$ cat config.mk
export PLATFORM = sky130hd
export DESIGN_NAME = mts_ctrl
export DESIGN_NICKNAME = d
export VERILOG_FILES = /design/src/hdl/mts_pkg.sv /design/src/hdl/mts_ctrl.sv
export SDC_FILE = /design/constraint.sdc
export NUM_CORES = 1
export LEC_CHECK = 0
export ABC_AREA = 1
export BUFFER_PORTS_ARGS = -buffer_cell sky130_fd_sc_hd__buf_2
export CORE_AREA = 2 2 39 41
export CTS_BUF_LIST = sky130_fd_sc_hd__clkbuf_4 sky130_fd_sc_hd__clkbuf_8
export DETAILED_ROUTE_END_ITERATION = 16
export DIE_AREA = 0 0 41 43
export GPL_ROUTABILITY_DRIVEN = 1
export PLACE_DENSITY_LB_ADDON = 0.08
export SKIP_CTS_REPAIR_TIMING = 1
export SYNTH_ARGS = -nofsm -noshare
export SYNTH_HDL_FRONTEND = slang
export SYNTH_SLANG_ARGS = --single-unit
$ cat constraint.sdc
create_clock -name i_clk -period 1.4 [get_ports i_clk]
set_input_delay 0.07 -clock i_clk [delete_from_list [all_inputs] [get_ports i_clk]]
set_output_delay 0.07 -clock i_clk [all_outputs]
set_load 0.02 [all_outputs]
$ cat src/hdl/mts_pkg.sv
// ---------------------------------------------------------------------------
// mts_pkg
// Shared constants and types for the min tracking stack.
// ---------------------------------------------------------------------------
`timescale 1ns / 1ps

package mts_pkg;

    localparam int STACK_DEPTH = 256;
    localparam int ADDR_W      = $clog2(STACK_DEPTH);
    localparam int CNT_W       = $clog2(STACK_DEPTH + 1);
    localparam int DATA_W      = 32;
    localparam int MODE_W      = 2;

    localparam int S_TDATA_W   = 32;
    localparam int S_TUSER_W   = 8;
    localparam int RES_W       = 3 * DATA_W + 3 + CNT_W;
    localparam int M_TDATA_W   = ((RES_W + 7) / 8) * 8;
    localparam int PAD_W       = M_TDATA_W - RES_W;

    localparam logic [MODE_W-1:0] MODE_PUSH  = 2'd0;
    localparam logic [MODE_W-1:0] MODE_POP   = 2'd1;
    localparam logic [MODE_W-1:0] MODE_QUERY = 2'd2;

    typedef struct packed {
        logic exec;   // item accepted: update counts, write, start reads
        logic load;   // read data back: refresh top caches, load result
    } t_cmd;

    typedef struct packed {
        logic [CNT_W-1:0]         fill_count;
        logic                     overflow;
        logic                     underflow;
        logic                     is_empty;
        logic signed [DATA_W-1:0] min_value;
        logic signed [DATA_W-1:0] top_value;
        logic signed [DATA_W-1:0] popped_value;
    } t_result;

endpackage

$ cat src/hdl/mts_ctrl.sv
// ---------------------------------------------------------------------------
// mts_ctrl
// Two-state controller: accepts an item, then loads its result.
// ---------------------------------------------------------------------------
`timescale 1ns / 1ps

module mts_ctrl (
    input  logic          i_clk,
    input  logic          i_rst_n,
    input  logic          i_in_valid,
    output logic          o_in_ready,
    output logic          o_out_valid,
    input  logic          i_out_ready,
    output mts_pkg::t_cmd o_cmd
);

    typedef enum logic [1:0] {
        ST_IDLE = 2'b01,
        ST_LOAD = 2'b10
    } t_state;

    t_state r_state, n_state;
    logic   r_out_valid, n_out_valid;
    logic   w_accept;

    // the result slot is free by the time the next result is loaded
    assign o_in_ready = (r_state == ST_IDLE) && (!r_out_valid || i_out_ready);
    assign w_accept   = i_in_valid && o_in_ready;
    assign o_out_valid = r_out_valid;

    assign o_cmd.exec = w_accept;
    assign o_cmd.load = (r_state == ST_LOAD);

    always_comb begin
        n_state = r_state;
        unique case (r_state)
            ST_IDLE: begin
                if (w_accept) n_state = ST_LOAD;
            end
            ST_LOAD: begin
                n_state = ST_IDLE;
            end
            default: begin
                n_state = ST_IDLE;
            end
        endcase
    end

    always_comb begin
        n_out_valid = r_out_valid;
        if (r_out_valid && i_out_ready) n_out_valid = 1'b0;
        if (r_state == ST_LOAD)         n_out_valid = 1'b1;
    end

    always_ff @(posedge i_clk) begin
        if (!i_rst_n) begin
            r_state     <= ST_IDLE;
            r_out_valid <= 1'b0;
        end else begin
            r_state     <= n_state;
            r_out_valid <= n_out_valid;
        end
    end

endmodule

# Yosys cells after proc, flatten, opt, wreduce, memory -nomap -nowiden
# Cells that the tools add are included.
classes:
  n_eq_ne: 2
  mux: 2
  reduce_logical: 7
op_table:
  columns: ["op", "count"]
  rows:
  - ["$logic_and 1x1->1", 3]
  - ["$eq 2x1->1 const B", 1]
  - ["$eq 2x2->1 const B", 1]
  - ["$mux 1", 2]
  - ["$reduce_and 2->1", 1]
  - ["$reduce_bool 2->1", 1]
  - ["$logic_not 1->1", 1]
  - ["$logic_or 1x1->1", 1]
totals:
  ff_bits: 3
  out_inout_bits: 4
  wordCells: 13

# Logic depth before layout (Yosys ltp)
logic_depth:
  word_depth: 4
  mapped_depth: 5
  mapped_depth_nobuf: 4

# Worst setup path before layout
# OpenSTA, ideal clock, no wires.
synth_timing:
  path_kind: "register -> register"
  startpoint: "reg r_out_valid, in the netlist o_out_valid"
  endpoint: "reg r_state[0]"
  setup_time_ps: 135
  arrival_ps: 772
  required_time_ps: 1265
  path_slack_ps: 493
  stages_incl_launch_ff: 5
  n_path_buf: 0
  period_less_slack_ps: 907
  cell_sequence: "dfxtp_1 inv_1 nor2_1 nor2_2 nand3_1"
synth_via:
  elab_chain_len: 4
synth_rtl:
  columns: ["element", "line_no", "text"]
  rows:
  - ["start: declaration", "mts_ctrl.sv:23", "logic r_out_valid, n_out_valid;"]
  - ["start signal: assignment", "mts_ctrl.sv:61", "r_out_valid <= n_out_valid;"]
  - ["$logic_not 1->1", "mts_ctrl.sv:27", "assign o_in_ready = (r_state == ST_IDLE) && (!r_out_valid || i_out_ready);"]
  - ["$logic_or 1x1->1", "mts_ctrl.sv:27", null]
  - ["$logic_and 1x1->1", "mts_ctrl.sv:27", null]
  - ["named net o_in_ready", "mts_ctrl.sv:11", "output logic o_in_ready,"]
  - ["$logic_and 1x1->1", "mts_ctrl.sv:28", "assign w_accept = i_in_valid && o_in_ready;"]
  - ["end signal: assignment", "mts_ctrl.sv:60", "r_state <= n_state;"]
  - ["end: declaration", "mts_ctrl.sv:22", "t_state r_state, n_state;"]
# The timed path passes the listed nets, and every way through them passes these cells.
# A chain may end at the register's enable or synchronous reset.

==> impl_metrics.csv <==
group,metric,value,unit
routing,wl,314,um
critical_path,critical_path.startpoint_type,"register",
floorplanning,core,0.001384,mm^2
floorplanning,dieArea,0.001763,mm^2
synth,synthAdderAreaFrac,0,
synth,netlist.area_leader.share,0.4138,
routing,ant_nets,0,
clock_tree,cts.path.max_buffers,2,
timing,max_slew_margin,0.9141,
status,status,"finished, final reports clean",
synth,muxShareOfSynthArea,0,
synth,synth-simple-area-share,0.2672,
timing,fmax,938.2,MHz
synth,synthCells,22,
power,powerDensity,1391,mW/mm^2
routing,wire_per_inst,6.681,um
cells_and_area,area_growth,48.28,%
routing,dr.pass1.iters,2,
clock_tree,clk_latency,0.23,ns
critical_path,critPathMostFrequentCell,"inv_1",
floorplanning,io_pins,8,
clock_tree,cts_root_buffer,"clkbuf_4",
timing,finalCritPeriodShare,0.7613,
synth,synth_seq_cells,3,
timing,period_minus_slack,1.066,ns
critical_path,cp_top_family,"flip-flops",
critical_path,path_class,"reg -> out",
min_path,hold_end,"r_state[0]",
cells_and_area,fill_cells,161,
critical_path,rr_endpoint,"r_state[0]",
global_routing,grt_pass1_vias,148,
synth,syn_area,145.1,um^2
global_routing,grt_pass1_wl,510,um
placed_design,port_buffers,7,
global_routing,grt_max_degree,4,
cells_and_area,finish.utilization,0.1555,
critical_path,worstPathArrival,1.00,ns
critical_path,path_max_fanout,2,
critical_path,r2r_start,"r_state[1]",
timing,setup_violations,0,
min_path,hold_path_depth,2,
floorplanning,fp.dieW,41,um
timing,maxSlewViolCount,0,
routing,drt-initial-drc-count,3,
synth,ys_seq_area_frac,0.4138,
cells_and_area,fin_cells,47,
cells_and_area,drive_above_1_share,0.3871,
timing,fin_setup_tns,0,ns
synth,synth-xor-area-share,0,
synth,synth_top_family_by_area,"buffers and inverters",
timing,fin_worst_skew,0.003944,ns
cells_and_area,final_nets,36,
floorplanning,die_h,43,um
min_path,hold_path_class,"in -> reg",
critical_path,critPathMaxStageDelay,0.32,ns
power,p_leak,0.1315,nW
global_routing,antenna_found_initial,0,
floorplanning,start_util,0.1049,
critical_path,r2r_slack,0.70,ns
routing,vias,146,
synth,syn_nets,26,
clock_tree,cts_tree,"built",
synth,avgSynthCellArea,6.597,um^2
power,irDropWorstVdd,0.2458,mV
critical_path,worstPathRequired,1.33,ns
critical_path,worstSetupEndpointType,"output port",
run,maxCapViolCount,0,
clock_tree,cts-htree-levels,1,
cells_and_area,antenna_cells,0,
critical_path,reg2reg_depth,4,
synth,synth.distinct_cells,8,
floorplanning,rows,14,
global_routing,grt-ovfl-total,0,
clock_tree,clkSlewWorstSetupHoldPaths,0.04,ns
critical_path,cp_num_buf_inv,3,
timing,worst_pin_slew,0.1284,ns
clock_tree,cts_sinks,3,
synth,yosys_warnings,0,
synth,synth-compound-area-share,0.03448,
critical_path,slowest_stage,"dfxtp_1",
placed_design,gp_congestion,0.6523,
routing,drcViolationCount,0,
critical_path,cp_cell_sequence,"inv_1 -> nor2_1 -> nand3_1 -> inv_1 -> buf_2",
routing,via_per_inst,3.106,
min_path,hp-start,"i_rst_n",
global_routing,grt_usage,0.05020,
timing,rsz0062_at_grt,"no",
placed_design,dpl.hpwl,261.2,um
synth,yosysTopAreaCell,"dfxtp_1",
clock_tree,cts_buffers,3,
synth,synth_area_leaders,"dfxtp_1 41%, inv_1 18%, buf_4 10%",
timing,hold_viol_final,0,
placed_design,dp_cells,43,
layout by cell type (no fill, tap or decap), drive strengths merged:
cell    Yosys  final
nand3       2      2
nor2        4      4
clkbuf      0      4
buf         2      7
dfxtp       3      3
a21oi       1      1
inv         7      7
nand2       3      3
report_power, final:
group / internal, W / total [W] / switching (W)
Sequential: 0.0000902 / 0.0000925 / 0.00000229
Clock: 0.000126 / 0.000171 / 0.0000445
Combinational: 0.0000137 / 0.0000362 / 0.0000225
Total: 0.000230 / 0.000299 / 0.0000693
routing by layer:
| layer | GRT usage | vias up | part of all wire |
|---|---|---|---|
| met4 | 0.08000 | 0 | 0.019 |
| met1 | 0.04502 | 60 | 0.40 |
| li1 | - | 80 | - |
| met3 | 0.03141 | 2 | 0.092 |
| met5 | 0 | - | 0 |
| met2 | 0.05625 | 4 | 0.48 |
worst max-delay path by stage:
stage | from | endpoint | slack (ns) | depth (start not counted)
after CTS | r_state[0] | o_cmd[1] | 0.33 | 5
final | r_state[0] | o_cmd[1] | 0.33 | 5
after floorplan | o_out_valid | r_state[0] | 0.49 | 4
after global placement | r_state[0] | o_cmd[1] | 0.59 | 5
after detailed placement | r_state[0] | o_cmd[1] | 0.59 | 5
after global routing | r_state[0] | o_cmd[1] | 0.30 | 5
Yosys cell counts (all sizes together):
cell	number
nand3	2
nand2	3
dfxtp	3
a21oi	1
inv	7
nor2	4
buf	2
cell families after synthesis:
group                  count (synthesis)
AND/OR/NAND/NOR                        9
flip-flops                             3
AO/OA/AOI/OAI                          1
buffers and inverters                  9
layout make-up:
type / count / area [um^2] / share of cell area
multi-input combinational: 10 / 43.79 / 0.2035
sequential: 3 / 60.06 / 0.2791
clock buffer: 4 / 30.03 / 0.1395
inverter: 7 / 26.28 / 0.1221
tap: 16 / 20.02 / 0.09302
timing repair buffer: 7 / 35.03 / 0.1628
registers in the layout (all words and copies together), names as in the netlist:
register / cells
r_state: 2
o_out_valid: 1
metrics by stage:
step	total power (W)	instance area, um^2	hold WS [ns]	setup WS [ns]
floorplan	0.0001209	145.1	0.1545	0.4931
global placement	0.0001312	185.2	0.2723	0.5911
detailed placement	0.0001305	185.2	0.2728	0.5883
CTS	0.0003091	215.2	0.02459	0.3300
global route	0.0003109	215.2	0.04983	0.2954
finish	0.0002993	215.2	0.03433	0.3342
Power figures use the tool's default switching activity.
